## src/rtl/hpe_pkg.sv

```systemverilog
// Shared constants, item type and codes for the Hermite polynomial evaluator.
`timescale 1ns / 1ps
`default_nettype none
package hpe_pkg;

	localparam int MAX_ORDER = 15;
	localparam int KW        = $clog2(MAX_ORDER + 1);
	localparam int XW        = 16;
	localparam int NW        = 4;
	localparam int VW        = 64;
	localparam int PW        = XW + VW;
	localparam int DW        = PW + 2;
	localparam int FW        = VW + KW + 2;
	localparam int SHIFT     = 11;

	localparam logic [PW-1:0] RND_HALF = PW'(1) << (SHIFT - 1);
	localparam logic [VW-1:0] SAT_MAX  = 64'h7FFF_FFFF_FFFF_FFFF;
	localparam logic [VW-1:0] SAT_MIN  = 64'h8000_0000_0000_0000;
	localparam logic [VW-1:0] ONE_Q16  = 64'h0000_0000_0001_0000;

	localparam logic [1:0] DERIV_VALUE = 2'd0;
	localparam logic [1:0] DERIV_FIRST = 2'd1;

	typedef struct packed {
		logic [XW-1:0] x;
		logic [VW-1:0] prev;
		logic [VW-1:0] cur;
		logic [KW-1:0] steps;
		logic [KW-1:0] nc;
		logic [1:0]    d;
		logic          ovf;
	} hpe_item_t;

endpackage
`default_nettype wire

```

## src/rtl/hpe_cell.sv

```systemverilog
// One recurrence step cell of the Hermite chain.
`timescale 1ns / 1ps
`default_nettype none
module hpe_cell (
	input  wire logic              clk,
	input  wire logic              arst_n,
	input  wire logic              adv,
	input  wire logic [hpe_pkg::KW-1:0] step_k,
	input  wire logic              in_valid,
	input  wire hpe_pkg::hpe_item_t in_item,
	output logic                   out_valid,
	output hpe_pkg::hpe_item_t     out_item
);
	import hpe_pkg::*;

	logic signed [XW-1:0] xs;
	logic signed [VW-1:0] cur_s;
	logic signed [VW-1:0] prev_s;
	logic signed [PW-1:0] prod;
	logic signed [PW-1:0] rnd;
	logic [KW:0]          fac;
	logic signed [FW-1:0] t2p;
	logic signed [DW-1:0] t1;
	logic signed [DW-1:0] t2;
	logic signed [DW-1:0] diff;
	logic                 fits;
	logic                 active;
	hpe_item_t            nxt;
	logic                 valid_q;
	hpe_item_t            item_q;

	assign xs     = $signed(in_item.x);
	assign cur_s  = $signed(in_item.cur);
	assign prev_s = $signed(in_item.prev);
	assign fac    = {step_k - KW'(1), 1'b0};

	assign prod = PW'(xs) * PW'(cur_s);
	assign rnd  = prod + $signed(RND_HALF);
	assign t1   = DW'(rnd >>> SHIFT);
	assign t2p  = FW'(prev_s) * FW'($signed({1'b0, fac}));
	assign t2   = DW'(t2p);
	assign diff = t1 - t2;
	assign fits = (diff[DW-1:VW-1] == '0) || (diff[DW-1:VW-1] == '1);

	assign active = !in_item.ovf && (step_k <= in_item.steps);

	always_comb begin
		nxt = in_item;
		if (active) begin
			if (fits) begin
				nxt.prev = in_item.cur;
				nxt.cur  = diff[VW-1:0];
			end else begin
				nxt.cur = diff[DW-1] ? SAT_MIN : SAT_MAX;
				nxt.ovf = 1'b1;
			end
		end
	end

	always_ff @(posedge clk or negedge arst_n) begin
		if (!arst_n) begin
			valid_q <= 1'b0;
		end else if (adv) begin
			valid_q <= in_valid;
		end
	end

	always_ff @(posedge clk) begin
		if (adv) begin
			item_q <= nxt;
		end
	end

	assign out_valid = valid_q;
	assign out_item  = item_q;

endmodule
`default_nettype wire

```

## config.mk

```make
export PLATFORM = sky130hd
export DESIGN_NAME = hpe_cell
export DESIGN_NICKNAME = d
export VERILOG_FILES = /design/src/rtl/hpe_pkg.sv /design/src/rtl/hpe_cell.sv
export SDC_FILE = /design/constraint.sdc
export NUM_CORES = 2
export LEC_CHECK = 0
export BUFFER_PORTS_ARGS = -buffer_cell sky130_fd_sc_hd__buf_2
export CAP_MARGIN = 20
export CORE_MARGIN = 2
export CORE_UTILIZATION = 37
export CTS_CLUSTER_SIZE = 40
export DETAILED_ROUTE_END_ITERATION = 8
export SLEW_MARGIN = 20
export SYNTH_ARGS = -nofsm -noshare
export SYNTH_HDL_FRONTEND = slang
export SYNTH_SLANG_ARGS = --single-unit
```

## constraint.sdc

```tcl
create_clock -name clk -period 0.81 [get_ports clk]
set_input_delay 0.2025 -clock clk [delete_from_list [all_inputs] [get_ports clk]]
set_output_delay 0.2025 -clock clk [all_outputs]
set_load 0.02 [all_outputs]
```

# After elaboration in Yosys (flattened, before gate mapping)
# Index checks and enable logic that the tools add are counted.
# word_totals
regBits,156
inputBits,163
# op_classes
add_sub_neg,3
n_mul,2
magnitude_cmp,1
reduce_logical,4
n_eq_ne,1
muxes,6
# ops
cell,n
$mux 64,3
$mux 128,1
$add 80x12->80 const B,1
$mul 16x64->80,1
$sub 69x70->71,1
$mul 64x5->69,1
$eq 19x19->1 const B,1
$logic_not 19->1,1
$le 4x4->1,1
$sub 4x1->4 const B,1
$mux 1,2
$logic_and 1x1->1,1
$logic_not 1->1,1
$logic_or 1x1->1,1

# Depth between registers and ports, before layout
# depth
depth_word,7
depth_mapped,42

# Worst setup path after synthesis
# No wires, ideal clock.
# synth_timing
path_kind,input-to-reg
from,input port in_item[140] (netlist name)
to,"register item_q, in the netlist out_item[88] (data pin)"
path_buffers,5
t_arrival_ns,9.544
setup_ns,0.260
setup_slack_ns,-8.994
path_stages,37
path_cell_list,clkbuf_1 > clkbuf_1 > nand2_1 > fa_1 > fa_1 > fa_1 > inv_1 > fa_1 > fa_1 > inv_1 > fa_1 > inv_1 > ha_1 > clkbuf_1 > and4_1 > a221oi_1 > o21ai_0 > a41oi_1 > a2111o_1 > a21o_1 > o21ai_1 > a311oi_1 > o21ai_0 > a21oi_1 > xnor2_1 > ha_1 > clkbuf_1 > nand3_1 > nor2_1 > nand4_1 > o41ai_2 > xor2_1 > and3_1 > nand4_1 > o31ai_4 > buf_6 > mux2_2
# synth_rtl
item,line_no,source
"start, declared",hpe_cell.sv:10,"input wire hpe_pkg::hpe_item_t in_item,"
"end signal, assigned",hpe_cell.sv:70,item_q <= nxt;
"end, declared",hpe_cell.sv:30,hpe_item_t item_q;

==> impl_results.md <==
- Full die area: 150000 um^2
- Critical Path End Type: flip-flop
- Period utilization: 11.7
- Final slew viol count: 0
- Failing checks: hold timing, setup timing
- Slack of the critical path: -8.69 ns
- Yosys reg bits: about 160
- Status: complete, but fails checks
- Vias per cell: 5.05
- Crit path kind: in2reg
- Async S/R FF share, synth: 0.00641
- Post-synthesis cell type count: 81
- Routed WL: just under 200 mm
- Most common cell after layout, fill and taps aside: inv_1
- CP Launch Type: primary input
- Syn Nets: 7962
- # H-tree levels: 4
- Largest net degree at the start of global routing: 78
- Reg2reg start: out_valid
- Final HPWL DP: ~160 mm
- DRT antenna net count: 0
- Multi-input logic area: ~44000 um^2
- WP data required: approximately 1.1 ns
- GRT Overall Usage: 0.252
- WHS Endpoint: out_item[108]
- Final setup violation count: around 290
- Placer Congestion: about 0.96
- Critical Path Max Stage Delay: ~0.58 ns
- Min Clock Period, post-route: ~9.5 ns
- Clk buf depth: 2
- Die Ht: a little under 400 um
- Port bufs: approximately 320
- Starting Density: 0.374
- FF/Latch Area: roughly 4700 um^2
- Slew @ Worst Pin: a little over 0.7 ns
- CTS Root Cell: clkbuf_16
- Yosys warnings: 0
- Relative slew slack: 0.519
- NumNets Final: 9336
- Hold Crit Depth: 2
- Hold Crit Class: in2reg
- # rows: 140
- Starting DRT DRC Count: between 3k and 4k
- Flop-to-flop setup slack: roughly 0.050 ns
- Initial antenna violation count: 8
- Critical path arrival: about 9.8 ns
- Post-synth EDFFs: between 150 and 200
- Die extent in x: between 300 and 400 um
- Vias: between 40k and 50k
- CTS tree: done
- Primary FF master, synth: edfxtp_1
- F_max: ~110 MHz
- DRC Markers: 0
- Hold WS: -0.00725 ns
- Vias in the first global route: 51.5k
- Clk pin slew, worst setup/hold paths: ~0.080 ns
- Drt wl/cell: between 20 and 25 um
- Syn-to-layout area delta: 31.3%
- Clk Latency, worst-skew pair: approximately 0.53 ns
- Crit-path max FO: 9
- TritonCTS buffer count: 17
- Top cell by count, worst path: fa_1
- Number of fill cells: 14.0k
- Slowest CP cell: fa_1
- Grt total ovfl: 0
- Sink Count: ~160
- Layout cell share with drive strength beyond 1: 0.257
- Final hold violations: 1
- Synthesized cell area: roughly 55000 um^2
- Top Ports: between 300 and 400
- Global-route wire length before repair: around 290 mm
- R2R cell count: 1
- Most frequent cells in the layout: inv_1, buf_4, fa_1, nand2_1, and2_1
- Worst Hold Launch: in_item[108]
- Reg2reg end: out_valid
- Core box area: 146000 um^2
- Synth Instances: approximately 6.4k
- Seq/Total Area, Yosys: 0.0858
- Clk_skew: 0 ns
- First-pass DRT Iterations: 5
- RSZ-0062 raised after global routing: yes
- Hold bufs inserted after CTS: 17
- Max_cap viols: 0
- Setup TNS: -1186.53 ns
- Post-synthesis area per instance: ~8.6 um^2
-- through the flow --
step                      hold WS, ns  worst slack [ns]  instances  utilization  cell area [um^2]
after global placement        -0.0226            -10.08       9534        0.465             67900
final                        -0.00725             -8.69       9659        0.491             71600
after detailed placement      -0.0207            -10.16       9534        0.465             67900
after global routing         -0.00942             -8.90       9655        0.491             71600
after floorplan               -0.0931             -8.33       6352            -             55100
after CTS                     -0.0430             -8.50       9620        0.482             70300
-- per-layer routing --
metal | GRT usage | routed length (um) | up-vias
li1 | - | - | 22300
met1 | 0.302 | 75600 | 24500
met2 | 0.442 | 95300 | 1592
met3 | 0.0324 | 11400 | 398
met4 | 0.128 | 10900 | 4
met5 | 0 | 27 | -
-- cell usage after synthesis (114+ instances only) --
cell type | count | share of area
ha_1 | 383 | 0.088
clkbuf_1 | 336 | 0.023
a21o_1 | 114 | 0.016
and2_1 | 414 | 0.048
inv_1 | 1352 | 0.093
edfxtp_1 | 155 | 0.085
o21ai_0 | 196 | 0.018
fa_1 | 1064 | 0.39
nand2_1 | 788 | 0.054
xnor2_1 | 125 | 0.020
a21oi_1 | 236 | 0.022
nor2b_1 | 146 | 0.017
nor2_1 | 240 | 0.017
-- layout make-up --
type,instances,share of cell area
Clock inverter,14,0.00252
Inverter,1353,0.0709
Timing Repair Buffer,1722,0.201
Clock buffer,17,0.00594
Tap cell,1917,0.0335
Multi-Input combinational cell,4476,0.621
Sequential cell,156,0.0654
Antenna cell,4,0.000140
-- critical path: cells and delay by family --
family                   cells  cell delay, ns
AO/OA/AOI/OAI               13            2.89
XOR/XNOR                     1            0.14
adder cells (fa/ha/maj)      8            3.74
buffers and inverters        7            0.94
multiplexers                 1            0.33
AND/OR/NAND/NOR              7            1.43
-- how the worst max path moves through the flow --
stage	start	to	slack, ns	depth (start not counted)
after floorplan	in_item[16]	out_item[88]	-8.33	33
after global placement	in_item[151]	out_item[129]	-10.08	37
after detailed placement	in_item[141]	out_item[126]	-10.16	35
after CTS	in_item[143]	out_item[76]	-8.50	42
after global routing	in_item[143]	out_item[112]	-8.90	41
final	in_item[144]	out_item[82]	-8.69	37
-- cells by family after synthesis --
group / count (synthesis) / synth area share
AOI/OAI and AO/OA: 850 / 0.0985
xor gates and xnor gates: 206 / 0.0331
adders and majority gates: 1447 / 0.479
buffers and inverters: 1720 / 0.120
DFF: 156 / 0.0858
muxes: 65 / 0.0134
and+or+nand+nor: 1908 / 0.171
-- flip-flops by register name, summed over array words and instances (netlist names) --
signal     flops
out_item     155
out_valid      1
-- timing repair --
item	in CTS	in global routing
pin swaps	44	32
setup buffers	33	24
endpoints found under the setup margin	286	285
resized for setup	309	218
hold endpoints to repair	21	1
cloned	6	13
Power is left out: the tool's default activity adds up to more than one toggle a clock period on the data nets, which glitch-free logic cannot reach.
