**src/rtl/hpe_pkg.sv**
```systemverilog
// Shared constants, item type and codes for the Hermite polynomial evaluator.
`timescale 1ns / 1ps
`default_nettype none
package hpe_pkg;

	localparam int MAX_ORDER = 15;
	localparam int KW        = $clog2(MAX_ORDER + 1);
	localparam int XW        = 16;
	localparam int NW        = 4;
	localparam int VW        = 64;
	localparam int PW        = XW + VW;
	localparam int DW        = PW + 2;
	localparam int FW        = VW + KW + 2;
	localparam int SHIFT     = 11;

	localparam logic [PW-1:0] RND_HALF = PW'(1) << (SHIFT - 1);
	localparam logic [VW-1:0] SAT_MAX  = 64'h7FFF_FFFF_FFFF_FFFF;
	localparam logic [VW-1:0] SAT_MIN  = 64'h8000_0000_0000_0000;
	localparam logic [VW-1:0] ONE_Q16  = 64'h0000_0000_0001_0000;

	localparam logic [1:0] DERIV_VALUE = 2'd0;
	localparam logic [1:0] DERIV_FIRST = 2'd1;

	typedef struct packed {
		logic [XW-1:0] x;
		logic [VW-1:0] prev;
		logic [VW-1:0] cur;
		logic [KW-1:0] steps;
		logic [KW-1:0] nc;
		logic [1:0]    d;
		logic          ovf;
	} hpe_item_t;

endpackage
`default_nettype wire

```
**src/rtl/hpe_final.sv**
```systemverilog
// Final cell: derivative scaling, flag selection and output register.
`timescale 1ns / 1ps
`default_nettype none
module hpe_final (
	input  wire logic               clk,
	input  wire logic               arst_n,
	input  wire logic               adv,
	input  wire logic               in_valid,
	input  wire hpe_pkg::hpe_item_t in_item,
	output logic                    m_tvalid,
	output logic [hpe_pkg::VW-1:0]  m_tdata,
	output logic [1:0]              m_tuser
);
	import hpe_pkg::*;

	logic signed [VW-1:0] cur_s;
	logic [KW:0]          fac2;
	logic signed [FW-1:0] dp;
	logic                 dfits;
	logic [VW-1:0]        val;
	logic                 ovf;
	logic                 uns;
	logic                 valid_q;
	logic [VW-1:0]        val_q;
	logic                 ovf_q;
	logic                 uns_q;

	assign cur_s = $signed(in_item.cur);
	assign fac2  = {in_item.nc, 1'b0};
	assign dp    = FW'(cur_s) * FW'($signed({1'b0, fac2}));
	assign dfits = (dp[FW-1:VW-1] == '0) || (dp[FW-1:VW-1] == '1);

	always_comb begin
		val = '0;
		ovf = 1'b0;
		uns = 1'b0;
		unique case (in_item.d)
			DERIV_VALUE: begin
				val = in_item.cur;
				ovf = in_item.ovf;
			end
			DERIV_FIRST: begin
				if (in_item.nc == '0) begin
					val = '0;
				end else if (in_item.ovf) begin
					val = in_item.cur;
					ovf = 1'b1;
				end else if (dfits) begin
					val = dp[VW-1:0];
				end else begin
					val = dp[FW-1] ? SAT_MIN : SAT_MAX;
					ovf = 1'b1;
				end
			end
			default: begin
				uns = 1'b1;
			end
		endcase
	end

	always_ff @(posedge clk or negedge arst_n) begin
		if (!arst_n) begin
			valid_q <= 1'b0;
		end else if (adv) begin
			valid_q <= in_valid;
		end
	end

	always_ff @(posedge clk) begin
		if (adv) begin
			val_q <= val;
			ovf_q <= ovf;
			uns_q <= uns;
		end
	end

	assign m_tvalid = valid_q;
	assign m_tdata  = val_q;
	assign m_tuser  = {uns_q, ovf_q};

endmodule
`default_nettype wire

```
**config.mk**
```make
export PLATFORM = sky130hd
export DESIGN_NAME = hpe_final
export DESIGN_NICKNAME = d
export VERILOG_FILES = /design/src/rtl/hpe_pkg.sv /design/src/rtl/hpe_final.sv
export SDC_FILE = /design/constraint.sdc
export NUM_CORES = 1
export LEC_CHECK = 0
export BUFFER_PORTS_ARGS = -buffer_cell sky130_fd_sc_hd__buf_2
export CORE_MARGIN = 4
export CORE_UTILIZATION = 45
export CTS_BUF_LIST = sky130_fd_sc_hd__clkbuf_16
export DETAILED_ROUTE_END_ITERATION = 8
export PLACE_DENSITY_LB_ADDON = 0.15
export RECOVER_POWER = 25
export SLEW_MARGIN = 20
export SYNTH_ARGS = -nofsm -noshare
export SYNTH_HDL_FRONTEND = slang
export SYNTH_SLANG_ARGS = --single-unit
```
**constraint.sdc**
```tcl
create_clock -name clk -period 1.6 [get_ports clk]
set_input_delay 0.08 -clock clk [delete_from_list [all_inputs] [get_ports clk]]
set_output_delay 0.08 -clock clk [all_outputs]
set_load 0.005 [all_outputs]
```
**Word-level counts from Yosys, hierarchy flattened**

Cells that the tools add are included.

- Bits in writable memories: 0
- Bits in latches: 0
- Input port bits: 159
- Register bits after elaboration: 67
- Word-level logic and storage cells: 22
- ROM bits: 0
- Output and inout port bits: 67
- Memories kept: 0

- Muxes and demuxes: 10
- Add/sub/neg operators: 0
- Bitwise logic cells: 0
- Divide/modulo/power cells: 0
- Eq/ne operators: 2
- Shift-type cells: 0
- Reduce and logical (&&, ||, !) cells: 5
- $lt $le $gt $ge: 0
- $mul: 1

Operators by type and width:

| operator | number |
|---|---|
| two-way mux 64 bit | 4 |
| one-hot mux 64 bit (2 select lines) | 1 |
| multiplier 64 x 5 -> 69 bit | 1 |
| == test 7 bit, second input constant | 1 |
| zero test 7 bit | 1 |
| zero test 4 bit | 1 |
| two-way mux 1 bit | 4 |
| == test 2 x 1 -> 1 bit, second input constant | 1 |
| zero test 2 bit | 1 |
| one-hot mux 1 bit (2 select lines) | 1 |
| OR reduction 2 bit | 1 |
| logical OR 1 bit | 1 |

**Depth between registers and ports, before layout**

- Word-level depth: 7
- Gate-level depth with buffers: 24

**Least setup slack after synthesis**

OpenSTA, ideal clock, no wires.

- Path kind: input-to-reg
- Start point: input in_item[6] in the netlist's numbering
- End point: register val_q[3], in the netlist m_tdata[3], data pin
- Data arrival time: 5.269 ns
- Data required time: 1.346 ns
- Buffers on the path: 5
- Slack: -3.923 ns
- Stages: 24
- Library setup time: 0.254 ns
- Cells stage by stage: clkbuf_1 clkbuf_1 and2_1 ha_1 fa_1 inv_1 fa_1 inv_1 ha_1 buf_2 nand4_1 or4_1 o22ai_1 o21ai_0 a21boi_1 o31ai_1 xor2_1 or3_1 or4_4 mux2i_4 buf_4 buf_6 nand3b_1 a21o_1

- Cells in the longest elaborated chain, start to end: 7
- Elaborated cells on any way between the ends: 10
- Those cells by class: 1 x mul; 1 x eq/ne; 5 x mux; 3 x reduce/logical

RTL lines:

| item | line | source |
|---|---|---|
| from (decl) | hpe_final.sv:9 | `input wire hpe_pkg::hpe_item_t in_item,` |
| multiplier 64 x 5 -> 69 bit | hpe_final.sv:30 | `assign dp = FW'(cur_s) * FW'($signed({1'b0, fac2}));` |
| == test 7 bit or zero test 7 bit (tied branches) | hpe_final.sv:31 | `assign dfits = (dp[FW-1:VW-1] == '0) \|\| (dp[FW-1:VW-1] == '1);` |
| logical OR 1 bit | hpe_final.sv:31 |  |
| two-way mux 64 bit | hpe_final.sv:48 | `end else if (dfits) begin` |
| two-way mux 64 bit | hpe_final.sv:45 | `end else if (in_item.ovf) begin` |
| two-way mux 64 bit * | hpe_final.sv:43 | `if (in_item.nc == '0) begin` |
| one-hot mux 64 bit (2 select lines) * | hpe_final.sv:37 | `unique case (in_item.d)` |
| net val[3] | hpe_final.sv:20 | `logic [VW-1:0] val;` |
| to (signal assigned) | hpe_final.sv:71 | `val_q <= val;` |
| to (decl) | hpe_final.sv:24 | `logic [VW-1:0] val_q;` |

Mark *: on every way through the listed nets, which the timed path passes. The rest lies on a longest branch.
A chain may end at the register's enable or synchronous reset.

**Worst setup path in the final report**

- Start point: input in_item[5] in the netlist's numbering
- End point: register val_q[5], in the netlist m_tdata[5], data pin

Same word-level chain as after synthesis.

==> flow_summary.yaml <==
final_layout:
  drive_above_1_share_pct: 31.7
  diodes: 0
  nFillCells: 2641
  stdcell_area_um2: 19300
  area_growth_pct: 39.8
  multi_input_area_um2: 11300
  layout.nets: 2625
  final_common_cell: "buf_4"
  final_cell_mix: "buf_4, inv_1, and2_1, nand2_1, buf_2"
  regArea_um2: 2010
  final_util_pct: 64.6
timing:
  whs_ns: 0.0627
  setup_ws_ns: -3.56
  max-slew-margin-rel_pct: 28.9
  fin_crit_sh_pct: 323
  worstMarginPinSlew_ns: 1.07
  fmax_mhz: 194
  period_minus_slack_ns: 5.16
  drv_slew: 0
  setup_viol_count_final: 65
  rsz0062_at_grt: "true"
  hold_violations: 0
  clock_skew_ns: 0
run_status:
  violations: "negative setup slack"
  status: "complete, but fails checks"
floorplanning:
  die_w_um: 183
  rows: 63
  die_y_um: 183
  start_util_pct: 46.2
  dieArea_um2: 33600
  io_pins: 226
  core-area_um2: 30000
power:
  powerDensity_nw_per_um2: 870
  ir_drop_v: 0.000641
  power.leakage_nw: 9.43
setup_path:
  cp_cell_sequence: "buf_16 -> buf_16 -> and2_1 -> ha_1 -> fa_1 -> inv_1 -> fa_1 -> inv_2 -> ha_4 -> nand4_1 -> nor2_2 -> or4b_4 -> or3_4 -> o221a_1 -> or3_1 -> or4_4 -> mux2i_4 -> buf_6 -> buf_12 -> a31oi_2 -> o22a_1"
  crit_type: "in -> reg"
  crit_family: "simple AND/OR/NAND/NOR gates"
  r2r_cells: 1
  slowest_delay_ns: 0.54
  reg2reg_slack_ns: 0.86
  end_kind: "flop"
  crit_buf_inv: 6
  cp_slowest_cell: "fa_1"
  cp.depth: 21
  critPathArrivalTime_ns: 5.30
  crit_path_max_fanout: 8
  cp_data_required_time_ns: 1.73
  reg2reg_from: "m_tvalid"
  timing.rr.end: "m_tvalid"
  worstSetupStartpointType: "input pin"
clock_tree:
  clock_latency_ns: 0.37
  clk_pin_slew_ns: 0.06
  cts-root-buf: "clkbuf_16"
  clk_path_buf_depth: 2
  cts.sinks: 67
  cts_tree: "done"
  htreeDepth: 3
  numCtsBuffers: 9
synth:
  synth_edf_count: 66
  synth_top_cell_by_area: "fa_1"
  synth_top_area_share_pct: 18.7
  postSynthNetCount: 2165
  async_flop_share_pct: 1.49
  seq_area_frac_synth_pct: 14.5
  synth_area_leaders: "fa_1, edfxtp_1, ha_1"
  ys_seq_elements: 67
  syn-mean-instance-area_um2: 7.95
  synth_area_um2: 13800
  post_synth_num_cell_types: 71
  synth_warnings: 0
  ys.flop_type: "edfxtp_1"
  postSynthCellCount: 1741
place:
  post_dp_cell_area_um2: 17800
  portBuffers: 141
  dp_hpwl_um: 33300
  routabilityCongestion: 0.912
global_routing:
  antenna_found_initial: 0
  use_met3_pct: 3.49
  grtUsageTotal_pct: 27.2
  grt_pass1_wl_um: 73900
  met1_usage_pct: 35.5
  met2_usage_pct: 47.3
  grt_pass1_vias: 14500
  busiest_layer: "met2"
  grt_max_degree: 92
  grt-ovfl-total: 0
detailed_routing:
  via_count: 14100
  via_per_inst: 5.42
  dr.pass1.iters: 5
  drt_iter0_markers: 853
  drc_errors: 0
  wl_per_cell_um: 17.8
  ant_nets: 0
  drt-total-wl_um: 46100
min_path:
  hp-class: "in -> reg"
  hp-start: "in_item[27]"
  holdPathEnd: "m_tdata[16]"
  hold_depth: 3
run:
  cap_violations: 0
## synthesized netlist by cell type (4+ instances only)
cell / count
o22ai_1: 4
and3_1: 8
xnor2_1: 29
a22o_1: 6
fa_1: 129
a31oi_1: 13
buf_2: 23
edfxtp_1: 66
inv_1: 277
and2_1: 193
xor2_1: 36
nor2_1: 44
o21bai_1: 11
buf_4: 6
a211oi_1: 18
o21ai_0: 53
ha_1: 136
a21o_1: 15
nor4_1: 9
nand2b_1: 10
or3_1: 8
o21ai_1: 4
o22a_1: 7
o21a_1: 10
nand3_1: 114
nand2_1: 190
a211o_1: 50
clkbuf_1: 67
nor3_1: 15
a21oi_1: 100
o211ai_1: 8
nand4_1: 25
## routing by layer
layer	wire, um	vias to the layer above
met3	2600	85
met1	19800	6848
li1	-	6728
met5	0	-
met4	1320	0
met2	22300	411
## worst min-delay path, cell delays in order
cell and delay, ns:
buf_2 0.11, nand2_1 0.05, nand3_1 0.09
## how the worst max path moves through the flow
stage / slack [ns] / start / to
after floorplan: -3.62 / in_item[6] / m_tdata[3]
after global placement: -3.98 / in_item[6] / m_tdata[57]
after detailed placement: -4.05 / in_item[6] / m_tdata[18]
after CTS: -3.47 / in_item[5] / m_tdata[16]
after global routing: -3.69 / in_item[5] / m_tdata[1]
final: -3.56 / in_item[5] / m_tdata[5]
## cell families after synthesis
| kind of cell | after synthesis | share of synthesized area, % |
|---|---|---|
| buf+inv | 379 | 10.8 |
| simple gates | 632 | 23.4 |
| xor+xnor | 65 | 4.11 |
| mux | 3 | 0.316 |
| fa+ha+maj | 265 | 31.0 |
| flops | 67 | 14.5 |
| compound gates | 330 | 15.9 |
## power by group
group | leakage, nW | switching (W) | internal, W
Clock | 0.130 | 0.000918 | 0.00103
Combinational | 8.65 | 0.00652 | 0.00615
Sequential | 0.648 | 0.0000488 | 0.00217
## state kept, by name, summed over array words and instances, names as in the netlist
name,cells
ovf_q,1
m_tdata,64
uns_q,1
m_tvalid,1
## per-stage QoR
step	instances	power, W	worst slack (ns)	TNS, ns
global placement	2540	0.0134	-3.98	-254.31
finish	2596	0.0168	-3.56	-227.38
floorplan	1741	0.00876	-3.62	-228.57
global route	2596	0.0182	-3.69	-235.20
CTS	2588	0.0165	-3.47	-219.43
detailed placement	2540	0.0135	-4.05	-257.41
## area by class of cell
type                    instances  area share, %
clock buffers                   9           1.16
clock inverters                 7          0.181
inverters                     278           5.39
multi-input cells            1295           58.3
flip-flops and latches         67           10.4
well taps                     390           2.52
repair buffers                550           22.1
## repair_timing
| action | CTS | global route |
|---|---|---|
| pin swaps | 41 | 22 |
| setup endpoints to repair | 65 | 65 |
| hold buffers | 3 | 0 |
| cloned | 11 | 3 |
| gates resized for setup | 115 | 45 |
| buffers inserted | 18 | 10 |
| hold endpoints to repair | 2 | 0 |
No activity file was read; power rests on OpenSTA's default activity.
